`config.mk`:
```
export PLATFORM = sky130hd
export DESIGN_NAME = date_day_number_converter
export DESIGN_NICKNAME = d
export VERILOG_FILES = /design/src/rtl/core/ddn_pkg.sv /design/src/rtl/core/date_day_number_converter.sv /design/src/rtl/core/ddn_datapath.sv
export SDC_FILE = /design/constraint.sdc
export NUM_CORES = 1
export LEC_CHECK = 0
export BUFFER_PORTS_ARGS = -buffer_cell sky130_fd_sc_hd__clkbuf_2
export CAP_MARGIN = 20
export CORE_UTILIZATION = 68
export DETAILED_ROUTE_END_ITERATION = 8
export GPL_TIMING_DRIVEN = 0
export PLACE_DENSITY = 0.95
export SLEW_MARGIN = 10
export SYNTH_ARGS = -nofsm -noshare
export SYNTH_HDL_FRONTEND = slang
export SYNTH_SLANG_ARGS = --single-unit
```
`constraint.sdc`:
```
create_clock -name clk -period 21 [get_ports clk]
set_input_delay 3.15 -clock clk [delete_from_list [all_inputs] [get_ports clk]]
set_output_delay 3.15 -clock clk [all_outputs]
set_load 0.02 [all_outputs]
```
`src/rtl/core/ddn_pkg.sv`:
```
// Package for the date and day number converter: constants, command codes and helpers.
// No dependencies; used by ddn_datapath and date_day_number_converter.
package ddn_pkg;

    localparam int NUM_STAGES = 6;

    localparam logic [15:0] QMARK_PAIR  = 16'h3F3F;
    localparam logic [10:0] CYCLE_DAYS  = 11'd1461;
    localparam logic [8:0]  YEAR_DAYS   = 9'd365;
    localparam logic [15:0] CYCLE_RECIP = 16'd45933;
    localparam int          RECIP_SHIFT = 26;
    localparam logic [6:0]  SPLIT_YY    = 7'd70;
    localparam logic [7:0]  BASE_YY     = 8'd73;

    typedef enum logic {
        CMD_TO_NUMBER = 1'b0,
        CMD_TO_TEXT   = 1'b1
    } cmd_t;

    typedef struct packed {
        logic       ok;
        logic [6:0] value;
    } pair_t;

    function automatic logic is_digit(input logic [7:0] c);
        return (c >= 8'h30) && (c <= 8'h39);
    endfunction

    function automatic pair_t parse_pair(input logic [15:0] t);
        pair_t p;
        p.ok    = 1'b0;
        p.value = '0;
        if (is_digit(t[7:0])) begin
            if (is_digit(t[15:8])) begin
                p.ok    = 1'b1;
                p.value = {3'b000, t[11:8]} * 7'd10 + {3'b000, t[3:0]};
            end
            else if (t[15:8] == 8'h20) begin
                p.ok    = 1'b1;
                p.value = {3'b000, t[3:0]};
            end
        end
        return p;
    endfunction

    function automatic logic [8:0] cum_days(input logic leap, input logic [3:0] idx);
        logic [8:0] days;
        case (idx)
            4'd0:    days = 9'd0;
            4'd1:    days = 9'd31;
            4'd2:    days = 9'd59;
            4'd3:    days = 9'd90;
            4'd4:    days = 9'd120;
            4'd5:    days = 9'd151;
            4'd6:    days = 9'd181;
            4'd7:    days = 9'd212;
            4'd8:    days = 9'd243;
            4'd9:    days = 9'd273;
            4'd10:   days = 9'd304;
            4'd11:   days = 9'd334;
            default: days = 9'd0;
        endcase
        if (leap && (idx >= 4'd2) && (idx <= 4'd11)) begin
            days = days + 9'd1;
        end
        return days;
    endfunction

    function automatic logic [15:0] make_pair(input logic [6:0] v);
        logic [14:0] scaled;
        logic [3:0]  tens;
        logic [6:0]  ones;
        scaled = {8'b0, v} * 15'd205;
        tens   = scaled[14:11];
        ones   = v - {3'b000, tens} * 7'd10;
        return {4'h3, tens, 4'h3, ones[3:0]};
    endfunction

endpackage

```
`src/rtl/core/date_day_number_converter.sv`:
```
// An accepted item moves through the stage registers s1_reg to s6_reg and then shows on the output registers.
// Throughput: one item per cycle; a stall holds each stage, and empty stages still fill.
// The day number split uses a reciprocal multiply in stage one and a correction in stage three.
// Reset clears the valid bit of every stage; the data registers are not reset.
// Depends on ddn_pkg and ddn_datapath.
module date_day_number_converter (
    input  logic               clk,
    input  logic               rst_n,
    input  logic               in_valid,
    output logic               in_ready,
    input  logic               cmd,
    input  logic [15:0]        day_text,
    input  logic [15:0]        month_text,
    input  logic [15:0]        year_text,
    input  logic signed [16:0] day_number_in,
    output logic               out_valid,
    input  logic               out_ready,
    output logic signed [16:0] day_number_out,
    output logic [15:0]        day_text_out,
    output logic [15:0]        month_text_out,
    output logic [15:0]        year_text_out,
    output logic               status,
    output logic               assumed_1900s
);

    localparam int LAST = ddn_pkg::NUM_STAGES - 1;

    logic [LAST:0] valid_reg, valid_next;
    logic [LAST:0] stage_ready;
    logic [LAST:0] stage_en;

    always_comb
    begin
        stage_ready[LAST] = !valid_reg[LAST] || out_ready;
        for (int i = LAST - 1; i >= 0; i--) begin
            stage_ready[i] = !valid_reg[i] || stage_ready[i + 1];
        end
        stage_en[0]   = stage_ready[0] && in_valid;
        valid_next[0] = stage_ready[0] ? in_valid : valid_reg[0];
        for (int i = 1; i <= LAST; i++) begin
            stage_en[i]   = stage_ready[i] && valid_reg[i - 1];
            valid_next[i] = stage_ready[i] ? valid_reg[i - 1] : valid_reg[i];
        end
    end

    always_ff @(posedge clk or negedge rst_n)
    begin
        if (!rst_n) begin
            valid_reg <= '0;
        end
        else begin
            valid_reg <= valid_next;
        end
    end

    assign in_ready  = stage_ready[0];
    assign out_valid = valid_reg[LAST];

    ddn_datapath u_datapath (
        .clk            (clk),
        .en             (stage_en),
        .cmd            (cmd),
        .day_text       (day_text),
        .month_text     (month_text),
        .year_text      (year_text),
        .day_number_in  (day_number_in),
        .day_number_out (day_number_out),
        .day_text_out   (day_text_out),
        .month_text_out (month_text_out),
        .year_text_out  (year_text_out),
        .status         (status),
        .assumed_1900s  (assumed_1900s)
    );

endmodule

```
`src/rtl/core/ddn_datapath.sv`:
```
// Six-stage datapath of the date and day number converter.
// Depends on ddn_pkg; stage enables come from the valid chain in the top level.
module ddn_datapath (
    input  logic                            clk,
    input  logic [ddn_pkg::NUM_STAGES-1:0]  en,
    input  logic                            cmd,
    input  logic [15:0]                     day_text,
    input  logic [15:0]                     month_text,
    input  logic [15:0]                     year_text,
    input  logic signed [16:0]              day_number_in,
    output logic signed [16:0]              day_number_out,
    output logic [15:0]                     day_text_out,
    output logic [15:0]                     month_text_out,
    output logic [15:0]                     year_text_out,
    output logic                            status,
    output logic                            assumed_1900s
);

    typedef struct packed {
        ddn_pkg::cmd_t cmd;
        logic          err;
        logic          neg;
        logic [6:0]    d;
        logic [3:0]    m;
        logic [6:0]    yy;
        logic [15:0]   raw;
        logic [5:0]    qe;
    } s1_t;

    typedef struct packed {
        ddn_pkg::cmd_t cmd;
        logic          err;
        logic          neg;
        logic          hi;
        logic [16:0]   base;
        logic [8:0]    part;
        logic [11:0]   r;
        logic [5:0]    q;
    } s2_t;

    typedef struct packed {
        ddn_pkg::cmd_t cmd;
        logic          err;
        logic          neg;
        logic          hi;
        logic [16:0]   val;
        logic [10:0]   r;
        logic [5:0]    q;
    } s3_t;

    typedef struct packed {
        ddn_pkg::cmd_t cmd;
        logic          err;
        logic          neg;
        logic          hi;
        logic [16:0]   val;
        logic          r0;
        logic          leap;
        logic [8:0]    dd;
        logic [7:0]    yv;
    } s4_t;

    typedef struct packed {
        ddn_pkg::cmd_t cmd;
        logic          err;
        logic          neg;
        logic          hi;
        logic [16:0]   val;
        logic [4:0]    dv;
        logic [3:0]    mo;
        logic [6:0]    ym;
    } s5_t;

    typedef struct packed {
        logic [16:0] num;
        logic [15:0] dt;
        logic [15:0] mt;
        logic [15:0] yt;
        logic        status;
        logic        assumed;
    } s6_t;

    s1_t s1_reg, s1_next;
    s2_t s2_reg, s2_next;
    s3_t s3_reg, s3_next;
    s4_t s4_reg, s4_next;
    s5_t s5_reg, s5_next;
    s6_t s6_reg, s6_next;

    ddn_pkg::pair_t pd, pm, py;
    logic [31:0]    prod;
    logic [6:0]     t;
    logic [15:0]    cyc_days;
    logic [10:0]    yr_days;
    logic [16:0]    rfull;
    logic [10:0]    rm;
    logic [1:0]     k;
    logic [10:0]    off;
    logic [10:0]    dd_full;
    logic [3:0]     mi;
    logic [8:0]     dv_full;

    always_comb
    begin
        pd   = ddn_pkg::parse_pair(day_text);
        pm   = ddn_pkg::parse_pair(month_text);
        py   = ddn_pkg::parse_pair(year_text);
        prod = day_number_in[15:0] * ddn_pkg::CYCLE_RECIP;

        s1_next.cmd = ddn_pkg::cmd_t'(cmd);
        s1_next.err = !pd.ok || !pm.ok || !py.ok || (pm.value == 7'd0) || (pm.value > 7'd12);
        s1_next.neg = day_number_in[16];
        s1_next.d   = pd.value;
        s1_next.m   = pm.value[3:0];
        s1_next.yy  = py.value;
        s1_next.raw = day_number_in[15:0];
        s1_next.qe  = prod[ddn_pkg::RECIP_SHIFT +: 6];
    end

    always_comb
    begin
        if (s1_reg.yy >= ddn_pkg::SPLIT_YY) begin
            t = s1_reg.yy - 7'd69;
        end
        else begin
            t = s1_reg.yy + 7'd31;
        end
        cyc_days = {11'b0, t[6:2]} * {5'b0, ddn_pkg::CYCLE_DAYS};
        yr_days  = {9'b0, t[1:0]} * {2'b0, ddn_pkg::YEAR_DAYS};
        rfull    = {1'b0, s1_reg.raw} - {11'b0, s1_reg.qe} * {6'b0, ddn_pkg::CYCLE_DAYS};

        s2_next.cmd  = s1_reg.cmd;
        s2_next.err  = s1_reg.err;
        s2_next.neg  = s1_reg.neg;
        s2_next.hi   = s1_reg.yy >= ddn_pkg::SPLIT_YY;
        s2_next.base = {1'b0, cyc_days} + {6'b0, yr_days} - {6'b0, ddn_pkg::CYCLE_DAYS};
        s2_next.part = ddn_pkg::cum_days(t[1:0] == 2'd3, s1_reg.m - 4'd1) + {2'b0, s1_reg.d};
        s2_next.r    = rfull[11:0];
        s2_next.q    = s1_reg.qe;
    end

    always_comb
    begin
        s3_next.cmd = s2_reg.cmd;
        s3_next.err = s2_reg.err;
        s3_next.neg = s2_reg.neg;
        s3_next.hi  = s2_reg.hi;
        s3_next.val = s2_reg.base + {8'b0, s2_reg.part};
        if (s2_reg.r >= {1'b0, ddn_pkg::CYCLE_DAYS}) begin
            s3_next.r = 11'(s2_reg.r - {1'b0, ddn_pkg::CYCLE_DAYS});
            s3_next.q = s2_reg.q + 6'd1;
        end
        else begin
            s3_next.r = s2_reg.r[10:0];
            s3_next.q = s2_reg.q;
        end
    end

    always_comb
    begin
        rm = s3_reg.r - 11'd1;
        if (rm >= 11'(3 * ddn_pkg::YEAR_DAYS)) begin
            k = 2'd3;
        end
        else if (rm >= 11'(2 * ddn_pkg::YEAR_DAYS)) begin
            k = 2'd2;
        end
        else if (rm >= {2'b0, ddn_pkg::YEAR_DAYS}) begin
            k = 2'd1;
        end
        else begin
            k = 2'd0;
        end
        off     = {9'b0, k} * {2'b0, ddn_pkg::YEAR_DAYS};
        dd_full = rm - off + 11'd1;

        s4_next.cmd = s3_reg.cmd;
        s4_next.err = s3_reg.err;
        s4_next.neg = s3_reg.neg;
        s4_next.hi  = s3_reg.hi;
        s4_next.val = s3_reg.val;
        s4_next.r0  = s3_reg.r == 11'd0;
        s4_next.dd  = dd_full[8:0];
        if (s3_reg.r == 11'd0) begin
            s4_next.yv = ddn_pkg::BASE_YY - 8'd1 + {s3_reg.q, 2'b00};
        end
        else begin
            s4_next.yv = ddn_pkg::BASE_YY + {s3_reg.q, 2'b00} + {6'b0, k};
        end
        s4_next.leap = s4_next.yv[1:0] == 2'd0;
    end

    always_comb
    begin
        mi = 4'd0;
        for (int j = 1; j < 12; j++) begin
            if (s4_reg.dd > ddn_pkg::cum_days(s4_reg.leap, 4'(j))) begin
                mi = mi + 4'd1;
            end
        end
        dv_full = s4_reg.dd - ddn_pkg::cum_days(s4_reg.leap, mi);

        s5_next.cmd = s4_reg.cmd;
        s5_next.err = s4_reg.err;
        s5_next.neg = s4_reg.neg;
        s5_next.hi  = s4_reg.hi;
        s5_next.val = s4_reg.val;
        if (s4_reg.r0) begin
            s5_next.dv = 5'd31;
            s5_next.mo = 4'd12;
        end
        else begin
            s5_next.dv = dv_full[4:0];
            s5_next.mo = mi + 4'd1;
        end
        if (s4_reg.yv >= 8'd200) begin
            s5_next.ym = 7'(s4_reg.yv - 8'd200);
        end
        else if (s4_reg.yv >= 8'd100) begin
            s5_next.ym = 7'(s4_reg.yv - 8'd100);
        end
        else begin
            s5_next.ym = s4_reg.yv[6:0];
        end
    end

    always_comb
    begin
        s6_next = '0;
        if (s5_reg.cmd == ddn_pkg::CMD_TO_NUMBER) begin
            s6_next.status = s5_reg.err;
            if (!s5_reg.err) begin
                s6_next.num     = s5_reg.val;
                s6_next.assumed = s5_reg.hi;
            end
        end
        else if (s5_reg.neg) begin
            s6_next.dt     = ddn_pkg::QMARK_PAIR;
            s6_next.mt     = ddn_pkg::QMARK_PAIR;
            s6_next.yt     = ddn_pkg::QMARK_PAIR;
            s6_next.status = 1'b1;
        end
        else begin
            s6_next.dt = ddn_pkg::make_pair({2'b0, s5_reg.dv});
            s6_next.mt = ddn_pkg::make_pair({3'b0, s5_reg.mo});
            s6_next.yt = ddn_pkg::make_pair(s5_reg.ym);
        end
    end

    always_ff @(posedge clk)
    begin
        if (en[0]) begin
            s1_reg <= s1_next;
        end
        if (en[1]) begin
            s2_reg <= s2_next;
        end
        if (en[2]) begin
            s3_reg <= s3_next;
        end
        if (en[3]) begin
            s4_reg <= s4_next;
        end
        if (en[4]) begin
            s5_reg <= s5_next;
        end
        if (en[5]) begin
            s6_reg <= s6_next;
        end
    end

    assign day_number_out = s6_reg.num;
    assign day_text_out   = s6_reg.dt;
    assign month_text_out = s6_reg.mt;
    assign year_text_out  = s6_reg.yt;
    assign status         = s6_reg.status;
    assign assumed_1900s  = s6_reg.assumed;

endmodule

```
* Yosys cells after proc, flatten, opt, wreduce, memory -nomap -nowiden *
Memories as Yosys holds them, arrays and structs flattened.
Cells that the tools add are included.

storage, ports and cells
  register bits after elaboration = 275
  bits in read-only memories = 288
  memories kept = 2

memories
  memory           depth  bits a word  rd ports  clocked after memory_dff  wr ports  RTL line       text
  (no name shown)  16     9            1         0                         0         ddn_pkg.sv:48  case (idx)
  (no name shown)  16     9            1         0                         0         ddn_pkg.sv:48

cells by class
  $add $sub $neg = 38
  multiply operators = 14
  order comparisons = 35
  equality and inequality tests = 4
  mux-type cells = 43
  reduce and logical (&&, ||, !) cells = 39

operators by type and width
  operator                                              count
  two-way mux 8 bit                                     10
  >= comparator 8 x 6 -> 1 bit (second input constant)  6
  <= comparator 8 x 6 -> 1 bit (second input constant)  6
  two-way mux 4 bit                                     11
  two-way mux 44 bit                                    1
  adder 4 x 1 -> 4 bit (second input constant)          10
  greater-than comparator 9 x 8 -> 1 bit                4
  multiplier 16 x 16 -> 32 bit (second input constant)  1
  greater-than comparator 9 bit                         3
  == test 8 x 6 -> 1 bit (second input constant)        3
  adder 7 x 4 -> 7 bit                                  3
  two-way mux 7 bit                                     3
  subtractor 7 bit (second input constant)              3
  adder 9 x 1 -> 9 bit (second input constant)          2
  greater-than comparator 9 x 7 -> 1 bit                2
  multiplier 4 x 3 -> 6 bit (second input constant)     3
  adder 16 x 11 -> 17 bit                               1
  adder 17 x 9 -> 17 bit                                1
  two-way mux 17 bit                                    1
  subtractor 17 x 11 -> 17 bit (second input constant)  1
  adder 7 x 8 -> 8 bit (first input constant)           2
  logical AND 1 bit                                     16
  multiplier 5 x 11 -> 16 bit (second input constant)   1
  multiplier 7 x 8 -> 15 bit (second input constant)    1
  45 further kinds                                      78

* Depth between registers and ports, before layout *
Gate-level depths: netlist (run 1).

  depth in word-level cells = 27
  gate-level depth with buffers = 50
  depth with buffers taken out = 49

* Modules after synthesis *
From an unflattened synthesis (run 1), not the netlist that was laid out.

second synthesis, totals
  cells, all modules = 2071
  area, all modules = 22860.7 sq um

by module, submodules not included
  module                     instances  cells an instance  area each (sq um)
  ddn_datapath               1          2045               22570.4
  date_day_number_converter  1          26                 290.3

* Worst setup path after synthesis (run 1) *
OpenSTA, ideal clock, no wires.

  path kind = reg2reg
  start = reg u_datapath.s4_reg[9] in the netlist's numbering
  end = reg u_datapath.s5_reg[15] in the netlist's numbering, data pin
  setup time = 0.257 ns
  arrival time = 9.141 ns
  required time = 20.743 ns
  setup slack = 11.603 ns
  stages on the path, launching flop included = 48
  period minus slack after synthesis = 9.397 ns
  cells stage by stage = edfxtp_1 ha_1 o21bai_1 a21oi_1 nor2_1 a311oi_1 inv_1 ha_1 and2_1 a32o_1 or2_2 ha_1 mux2_2 or2_2 a21boi_0 ha_1 and2_1 a31oi_1 (+12 left out) ha_1 mux2_2 o21ai_1 inv_1 ha_1 nand2b_1 mux2i_1 or2_4 ha_1 mux2_2 fa_1 inv_1 a21o_1 a21oi_1 xnor2_1 xnor2_1 xnor2_1 nand2b_1

on the way
  word-level cells in the longest chain between the ends = 27

ends and longest elaborated chain
  item                                                                             RTL line             text
  start, declared                                                                  ddn_datapath.sv:86   s4_t s4_reg, s4_next;
  start signal, assigned                                                           ddn_datapath.sv:262  s4_reg <= s4_next;
  branches (longest 26 deep; another with greater-than comparator 9 x 5 -> 1 bit)  n/a
  subtractor 5 bit (*)                                                             ddn_datapath.sv:201  dv_full = s4_reg.dd - ddn_pkg::cum_days(s4_reg.leap, mi);
  end signal, assigned                                                             ddn_datapath.sv:265  s5_reg <= s5_next;
  end, declared                                                                    ddn_datapath.sv:87   s5_t s5_reg, s5_next;

Mark *: on every way between the ends.
A chain may end at the register's enable or synchronous reset.

* Worst setup path after layout (run 1) *
  start = reg u_datapath.s4_reg[17] in the netlist's numbering
  end = reg u_datapath.s5_reg[15] in the netlist's numbering, data pin

on the way
  word-level cells in the longest chain between the ends = 26

ends and longest elaborated chain
  item                                                                             RTL line             text
  branches (longest 24 deep; another with greater-than comparator 9 x 6 -> 1 bit)  n/a
  two-way mux 5 bit (*)                                                            ddn_pkg.sv:63        if (leap && (idx >= 4'd2) && (idx <= 4'd11)) begin
  subtractor 5 bit (*)                                                             ddn_datapath.sv:201

Marked as above.

==> impl_metrics.tcl, run 1 <==
set metrics [dict create \
    dp.cells 2646 \
    critPathRequiredTime_ps 21300 \
    worst_slack_ps 10170 \
    fin_cells 2694 \
    clock.fmax_ghz 0.0924 \
    muxShareOfSynthArea 0.00918 \
    synth_compound_area_frac 0.0906 \
    fin_util 0.765 \
    rows 66 \
    wl_per_cell_um 17.6 \
    dieArea_um2 34400 \
    yosys.area.top_type "edfxtp_1" \
    htree_num_levels 1 \
    path_buf_inv 4 \
    cts_max_path_buffers 3 \
    grt_overflow 0 \
    post_cts_buffers 0 \
    core_um2 32900 \
    synth-simple-area-share 0.0840 \
    synth_xor_area_frac 0.0733 \
    slew_violations 0 \
    synth.distinct_cells 87 \
    antenna_found_initial 0 \
    synth_most_common_cell "ha_1" \
    cts_made_buffers 26 \
    syn_area_per_cell_um2 11.1 \
    cap_viol_max_count 0 \
    ys.flop_type "edfxtp_1" \
    synth_cells 2062 \
    holdBufCountCts 0 \
    period_needed_ps 10830 \
    ant_nets 0 \
    tns_ps 0 \
    cpMostUsedCell "ha_1" \
    dieWidth_um 186 \
    finClkSkew_ps 27.3 \
    seqCellArea_um2 7420 \
    yosys-top-cells-area "edfxtp_1, ha_1, fa_1, inv_1, xnor2_1" \
    max_slew.worst_pin.slew_ps 898 \
    synth_top_family_by_area "adder cells" \
    synth_common_cells "ha_1, inv_1, edfxtp_1, fa_1, xnor2_1" \
    cts_tree "done" \
    grt_usage 0.284 \
    clock-sinks 248 \
    crit_type "flop to flop" \
    root_buffer "clkbuf_16" \
    fin_crit_sh 0.516 \
    critPathCaptureType "flop" \
    path_delay_family "adder cells" \
    yosysWarnings 0 \
    initial_core_util 0.697 \
    synth-seq-area-share 0.324 \
    final_hold_viol_count 0 \
    synth-async-reset-ratio 0.0242 \
    ios 139 \
    first_pass_iters 5 \
    grt_max_degree 43 \
    crit_path_max_fanout 8 \
    setup_viol_count_final 0 \
    rsz0062_at_grt "no" \
    multi_input_area_um2 14000 \
    run_status "complete, no violations" \
    worst_path_max_delay_cell "edfxtp_1" \
    die_y_um 186 \
    grt_pass1_wl_um 77600 \
    synth-seq-cells 248 \
    worstPathArrival_ps 11120 \
    drive_gt1_frac 0.112 \
    yosys.area.top_type_share 0.317 \
    maxSlewHeadroom 0.401 \
    synth-edff-count 242 \
    via_per_inst 5.84 \
    cp-start-kind "flop" \
    largest_reg_flops 48 \
    slowest_delay_ps 530 \
    drt_iter0_drc 948 \
    synth_area_um2 22900 \
    vias 15700 \
    cts_resized 0 \
    port_buffers 126 \
    grt_pass1_vias 16800 \
    clkTransAtPathRegs_ps 70 \
    syn_to_final_growth_pct 9.76 \
    clock_latency_ps 560 \
    synth_adder_area_share 0.351 \
    dpl.hpwl_um 36300 \
    min_path_type "flop to flop" \
    routabilityCongestion 0.898 \
    pre_cts_ws_ps 10250 \
    nets 2848 \
    remaining_drc_errors 0 \
    wirelength_um 47300 \
    antenna_cells 0 \
    fillerInstances 1916 \
]
[final cells by class]
type                       count  share of cell area
tap                          442              0.0220
sequential                   248               0.295
clock inverter                17             0.00752
timing repair buffer         131              0.0297
inverter                     336              0.0502
multi-input combinational   1447               0.558
buffer                        42              0.0113
clock buffer                  31              0.0266
[logic make-up after synthesis]
group,count (synthesis)
buffers and inverters,378
and+or+nand+nor,381
DFF,248
other,1
AOI/OAI and AO/OA,309
xor gates and xnor gates,179
adders and majority gates,546
muxes,20
[cell usage in the layout, fill, tap and decap left out, types with 34 or more instances in the layout]
cell and count:
nor2_1 99, xnor2_1 114, o21ai_0 53, a21o_1 34, inv_1 336, edfxtp_1 242
fa_1 162, clkbuf_2 126, nand2_1 88, nand2b_1 37, a21oi_1 81, ha_1 384
xor2_1 56
[per-layer routing]
| metal | global-route usage | wire [um] | part of all wire | up-vias |
|---|---|---|---|---|
| li1 | - | - | - | 7357 |
| met1 | 0.313 | 17800 | 0.38 | 7617 |
| met2 | 0.547 | 25200 | 0.53 | 594 |
| met3 | 0.0313 | 2230 | 0.047 | 165 |
| met4 | 0.126 | 1990 | 0.042 | 0 |
| met5 | 0 | 0 | 0 | - |
[path summary, 6_finish.rpt]
check	to	depth (start not counted)	slack [ps]	start
hold / removal	u_datapath.s4_reg[29]$_DFFE_PP_	0	400	u_datapath.s3_reg[27]$_DFFE_PP_
hold reg to reg	u_datapath.s4_reg[29]$_DFFE_PP_	0	400	u_datapath.s3_reg[27]$_DFFE_PP_
setup reg to reg	u_datapath.s5_reg[15]$_SDFFCE_PP1P_	48	10170	u_datapath.s4_reg[17]$_DFFE_PP_
setup / recovery	u_datapath.s5_reg[15]$_SDFFCE_PP1P_	48	10170	u_datapath.s4_reg[17]$_DFFE_PP_
min in group asynchronous	valid_reg[4]$_DFFE_PN0P_	1	2420	rst_n
max in group asynchronous	valid_reg[2]$_DFFE_PN0P_	1	18420	rst_n
[per-stage QoR]
| stage | hold slack, ps | cell area [um2] |
|---|---|---|
| detailed placement | 405 | 24300 |
| global placement | 404 | 24100 |
| finish | 401 | 25100 |
| CTS | 393 | 25100 |
| global route | 406 | 25100 |
| floorplan | 400 | 22900 |
Power of run 1 is left out: the tool's default activity adds up to more than one toggle a clock period on the data nets, which glitch-free logic cannot reach.
==> run 2, diff against run 1 <==
--- a/config.mk
+++ b/config.mk
@@ -5,12 +5,13 @@
 export SDC_FILE = /design/constraint.sdc
 export NUM_CORES = 1
 export LEC_CHECK = 0
+export ABC_AREA = 1
 export BUFFER_PORTS_ARGS = -buffer_cell sky130_fd_sc_hd__clkbuf_2
 export CAP_MARGIN = 20
-export CORE_UTILIZATION = 68
+export CORE_UTILIZATION = 63
 export DETAILED_ROUTE_END_ITERATION = 8
 export GPL_TIMING_DRIVEN = 0
-export PLACE_DENSITY = 0.95
+export PLACE_DENSITY = 0.9
 export SLEW_MARGIN = 10
 export SYNTH_ARGS = -nofsm -noshare
 export SYNTH_HDL_FRONTEND = slang
==> constraint.sdc (replaced) <==
create_clock -name clk -period 10.67 [get_ports clk]
set_input_delay 1.6005 -clock clk [delete_from_list [all_inputs] [get_ports clk]]
set_output_delay 1.6005 -clock clk [all_outputs]
set_load 0.02 [all_outputs]
==> run 2 against run 1 <==
Against the previous run: critical path depth unchanged; critical endpoint unchanged; die area up 9.8%; register-to-register slack worse by 8600 ps; area after synthesis increased by 1.8%; wire length is 2.3% lower; clock skew fell by 17 ps.
==> impl_metrics.tcl, run 2 <==
set metrics [dict create \
    tns_ps 0 \
    rr_worst_depth 48 \
    yosys-top-cells-area "edfxtp_1, ha_1, fa_1, inv_1, nand2_1" \
    first_pass_iters 8 \
    slew_violations 0 \
    slowest_delay_ps 490 \
    maxSlewHeadroom 0.429 \
    root_buffer "clkbuf_16" \
    grt_usage 0.249 \
    core_um2 36500 \
    drive_gt1_frac 0.116 \
    finClkSkew_ps 10.2 \
    dieWidth_um 194 \
    cts_made_buffers 26 \
    post_cts_buffers 0 \
    synth.distinct_cells 56 \
    stdcell_area_um2 25600 \
    worstReg2RegEnd "u_datapath.s5_reg[15]$_SDFFCE_PP1P_" \
    crit_start "u_datapath.s4_reg[17]$_DFFE_PP_" \
    fin_crit_sh 0.851 \
    wl_per_cell_um 15.2 \
    synth_cells 2384 \
    cts_resized 0 \
    mostFrequentLayoutCell "inv_1" \
    synth-edff-count 242 \
    setup_viol_count_final 0 \
    vias 16500 \
    max_slew.worst_pin.slew_ps 857 \
    crit_path_max_fanout 6 \
    antenna_cells 0 \
    syn_to_final_growth_pct 9.70 \
    routabilityCongestion 0.917 \
    clock-sinks 248 \
    dieArea_um2 37800 \
    run_status "complete, no violations" \
    rsz0062_at_grt "no" \
    cap_viol_max_count 0 \
    ys.flop_type "edfxtp_1" \
    r2r_start "u_datapath.s4_reg[17]$_DFFE_PP_" \
    worstPathArrival_ps 9360 \
    largest_reg_flops 48 \
    die_y_um 194 \
    remaining_drc_errors 0 \
    cts_tree "done" \
    grt_pass1_vias 17200 \
    ios 139 \
    synth-seq-area-share 0.318 \
    synth_most_common_cell "inv_1" \
    final_hold_viol_count 0 \
    grt_pass1_wl_um 77600 \
    grt_overflow 0 \
    synth_area_um2 23300 \
    grt_max_degree 41 \
    yosysWarnings 0 \
    port_buffers 126 \
    synth-seq-cells 248 \
    cpMostUsedCell "ha_1" \
    initial_core_util 0.638 \
    clock.fmax_ghz 0.110 \
    clock_latency_ps 540 \
    rows 70 \
    yosys.area.top_type_share 0.312 \
    dpl_cell_area_um2 24700 \
    crit_type "flop to flop" \
    mostFrequentLayoutCells "inv_1, ha_1, nand2_1" \
    min_path_type "flop to flop" \
    drt_iter0_drc 944 \
    cp-start-kind "flop" \
    ant_nets 0 \
    htree_num_levels 1 \
    yosys.area.top_type "edfxtp_1" \
    holdBufCountCts 0 \
    wirelength_um 46200 \
    period_needed_ps 9080 \
    antenna_found_initial 0 \
    via_per_inst 5.43 \
    critPathRequiredTime_ps 10940 \
    crit_path_end "u_datapath.s5_reg[15]$_SDFFCE_PP1P_" \
    nets 3168 \
    clkTransAtPathRegs_ps 70 \
    ff2ff_setup_slack_ps 1590 \
    cts_max_path_buffers 3 \
    synth_common_cells "inv_1, ha_1, nand2_1, edfxtp_1, fa_1" \
    dpl.hpwl_um 36600 \
    hold_depth 0 \
    synth-async-reset-ratio 0.0242 \
    syn_area_per_cell_um2 9.78 \
    critPathCaptureType "flop" \
    worst_path_max_delay_cell "edfxtp_1" \
]
[run 2: worst max-delay path: cells and delay by family, from the launching register on]
kind | cells | cell delay, ps
adders and majority gates | 10 | 2980
buffers and inverters | 7 | 650
DFF | 1 | 490
xor gates and xnor gates | 3 | 520
and+or+nand+nor | 21 | 2530
AOI/OAI and AO/OA | 7 | 1650
[run 2: worst min-delay path by stage]
stage                                               start                               to  slack, ps
after floorplan           u_datapath.s1_reg[40]$_DFFE_PP_  u_datapath.s2_reg[45]$_DFFE_PP_        400
after global placement    u_datapath.s3_reg[26]$_DFFE_PP_  u_datapath.s4_reg[28]$_DFFE_PP_        400
after detailed placement  u_datapath.s3_reg[31]$_DFFE_PP_  u_datapath.s4_reg[33]$_DFFE_PP_        410
after CTS                 u_datapath.s4_reg[24]$_DFFE_PP_  u_datapath.s5_reg[21]$_DFFE_PP_        420
after global routing      u_datapath.s3_reg[27]$_DFFE_PP_  u_datapath.s4_reg[29]$_DFFE_PP_        420
final                     u_datapath.s3_reg[31]$_DFFE_PP_  u_datapath.s4_reg[33]$_DFFE_PP_        420
[run 2: routing by layer]
metal	global-route usage	up-vias	routed length, um
li1	-	8081	-
met1	0.280	7824	18100
met2	0.483	497	24800
met3	0.0257	118	1840
met4	0.0917	0	1570
met5	0	-	0
[run 2: area by class of cell]
class	count	area, um2
clock inverter	18	226
clock buffer	30	687
fill	2460	10900
timing repair buffer	129	698
inverter	510	1920
sequential	248	7420
tap	468	586
buffer	36	253
multi-input combinational	1601	13800
[run 2: cells by family (layout without fill, tap and decap cells)]
| kind of cell | Yosys count | in the layout | synth area share |
|---|---|---|---|
| muxes | 2 | 2 | 0.000912 |
| AOI/OAI and AO/OA | 255 | 255 | 0.0627 |
| xor gates and xnor gates | 141 | 141 | 0.0530 |
| adders and majority gates | 546 | 546 | 0.345 |
| and+or+nand+nor | 645 | 645 | 0.127 |
| other | 1 | 12 | 0.000161 |
| buffers and inverters | 546 | 723 | 0.0930 |
| DFF | 248 | 248 | 0.318 |
[run 2: through the flow]
stage	hold WS (ps)	std cells	utilization	worst slack, ps
6_report	419	3040	0.700	1590
5_1_grt	421	3040	0.700	951
4_1_cts	420	3040	0.700	1610
3_5_place_dp	405	2992	0.675	1620
3_3_place_gp	404	2989	0.673	2010
2_1_floorplan	400	2395	-	2820
Power of run 2 is left out for the same reason.
==> run 3, diff against run 2 <==
--- a/config.mk
+++ b/config.mk
@@ -11,7 +11,7 @@
 export CORE_UTILIZATION = 63
 export DETAILED_ROUTE_END_ITERATION = 8
 export GPL_TIMING_DRIVEN = 0
-export PLACE_DENSITY = 0.9
+export PLACE_DENSITY = 0.82
 export SLEW_MARGIN = 10
 export SYNTH_ARGS = -nofsm -noshare
 export SYNTH_HDL_FRONTEND = slang
==> constraint.sdc (replaced) <==
create_clock -name clk -period 10.67 [get_ports clk]
set_input_delay 2.134 -clock clk [delete_from_list [all_inputs] [get_ports clk]]
set_output_delay 2.134 -clock clk [all_outputs]
set_load 0.02 [all_outputs]
==> run 3 against run 2 <==
Against the previous run: via count shrank 2.1%; critical path depth did not move; register-to-register slack improved by 90 ps; utilization is 0.069 points higher; non-clock buffer count did not move; clock skew rose by 2.1 ps; highest routed layer unchanged; largest cell class unchanged; wire length is 6.1% lower.
==> impl_metrics.tcl, run 3 (synthesized netlist as in run 2, its figures left out) <==
set metrics [dict create \
    antenna_cells 0 \
    worst_path_max_delay_cell "edfxtp_1" \
    crit_type "flop to flop" \
    wl_met3_um 1360 \
    remaining_drc_errors 0 \
    routabilityCongestion 0.891 \
    drive_gt1_frac 0.118 \
    dpl.hpwl_um 35500 \
    via_per_inst 5.31 \
    slew_violations 0 \
    first_pass_iters 5 \
    clkTransAtPathRegs_ps 70 \
    final_hold_viol_count 0 \
    rsz0062_at_grt "no" \
    dr_wl_met2_um 22800 \
    holdBufCountCts 0 \
    period_needed_ps 8990 \
    syn_to_final_growth_pct 9.81 \
    crit_path_max_fanout 6 \
    largest_reg_flops 48 \
    drt_iter0_drc 714 \
    dieWidth_um 194 \
    critPathCaptureType "flop" \
    wirelength_um 43400 \
    cts_resized 0 \
    run_status "complete, no violations" \
    initial_core_util 0.638 \
    grt_overflow 0 \
    vias 16200 \
    post_cts_buffers 0 \
    cp-start-kind "flop" \
    mostFrequentLayoutCells "inv_1, ha_1, nand2_1" \
    max_slew.worst_pin.slew_ps 864 \
    wl_per_cell_um 14.3 \
    ios 139 \
    antenna_found_initial 0 \
    worstPathArrival_ps 9270 \
    cap_viol_max_count 0 \
    critPathRequiredTime_ps 10950 \
    finClkSkew_ps 12.3 \
    core_um2 36500 \
    tns_ps 0 \
    mostFrequentLayoutCell "inv_1" \
    dieArea_um2 37800 \
    clock-sinks 248 \
    ant_nets 0 \
    rows 70 \
    grt_usage 0.239 \
    root_buffer "clkbuf_16" \
    die_y_um 194 \
    cts_made_buffers 28 \
    cts_max_path_buffers 3 \
    wl_met1_um 18200 \
    fillerInstances 2607 \
    slowest_delay_ps 530 \
    maxSlewHeadroom 0.424 \
    setup_viol_count_final 0 \
    cts_tree "done" \
    grt_pass1_vias 16900 \
    grt_pass1_wl_um 74900 \
    min_path_type "flop to flop" \
    fin_crit_sh 0.843 \
    clock.fmax_ghz 0.111 \
    nets 3170 \
    htree_num_levels 1 \
    routed.top_layer "met4" \
    grt_max_degree 41 \
    port_buffers 126 \
    clock_latency_ps 540 \
    whs_ps 411 \
]
-- run 3: cell types whose count changed in the layout (fill, tap and decap cells not counted), sizes merged --
cell      before  now
clkbuf       162  166
bufinv         5    3
clkinvlp       1    3
clkinv        11   13
inv          511  509
-- run 3: layout make-up --
| cell class | instances | area [um2] | area share |
|---|---|---|---|
| multi-input combinational | 1601 | 13800 | 0.539 |
| sequential | 248 | 7420 | 0.290 |
| inverter | 510 | 1920 | 0.0748 |
| clock buffer | 34 | 733 | 0.0286 |
| timing repair buffer | 129 | 706 | 0.0276 |
| tap | 468 | 586 | 0.0229 |
| buffer | 36 | 253 | 0.00987 |
| clock inverter | 18 | 198 | 0.00772 |
-- run 3: metal layers --
layer  track usage  up-vias
met3        0.0250       82
li1              -     8096
met5             0        -
met2         0.464      300
met1         0.277     7693
met4        0.0600        0
-- run 3: worst paths after layout --
check / depth (start not counted) / slack [ps] / end / startpoint
min: 0 / 410 / u_datapath.s5_reg[29]$_DFFE_PP_ / u_datapath.s4_reg[32]$_DFFE_PP_
max reg2reg: 48 / 1680 / u_datapath.s5_reg[15]$_SDFFCE_PP1P_ / u_datapath.s4_reg[17]$_DFFE_PP_
max: 48 / 1680 / u_datapath.s5_reg[15]$_SDFFCE_PP1P_ / u_datapath.s4_reg[17]$_DFFE_PP_
min in group asynchronous: 1 / 1420 / valid_reg[4]$_DFFE_PN0P_ / rst_n
min reg2reg: 0 / 410 / u_datapath.s5_reg[29]$_DFFE_PP_ / u_datapath.s4_reg[32]$_DFFE_PP_
max in group asynchronous: 1 / 9070 / valid_reg[3]$_DFFE_PN0P_ / rst_n
-- run 3: metrics by stage --
step | utilization | cell area (um2) | instances | setup slack, ps
floorplan | - | 23400 | 2395 | 2820
global placement | 0.673 | 24600 | 2989 | 1930
detailed placement | 0.675 | 24700 | 2992 | 1690
CTS | 0.701 | 25600 | 3044 | 1650
global route | 0.701 | 25600 | 3044 | 989
finish | 0.701 | 25600 | 3044 | 1680
-- run 3: worst max-delay path, delay by kind of cell (launching register included) --
| family | cells | cell delay, ps |
|---|---|---|
| compound gates | 7 | 1540 |
| xor+xnor | 3 | 530 |
| fa+ha+maj | 10 | 2980 |
| buf+inv | 7 | 660 |
| flops | 1 | 530 |
| simple gates | 21 | 2460 |
Power of run 3 is left out for the same reason.
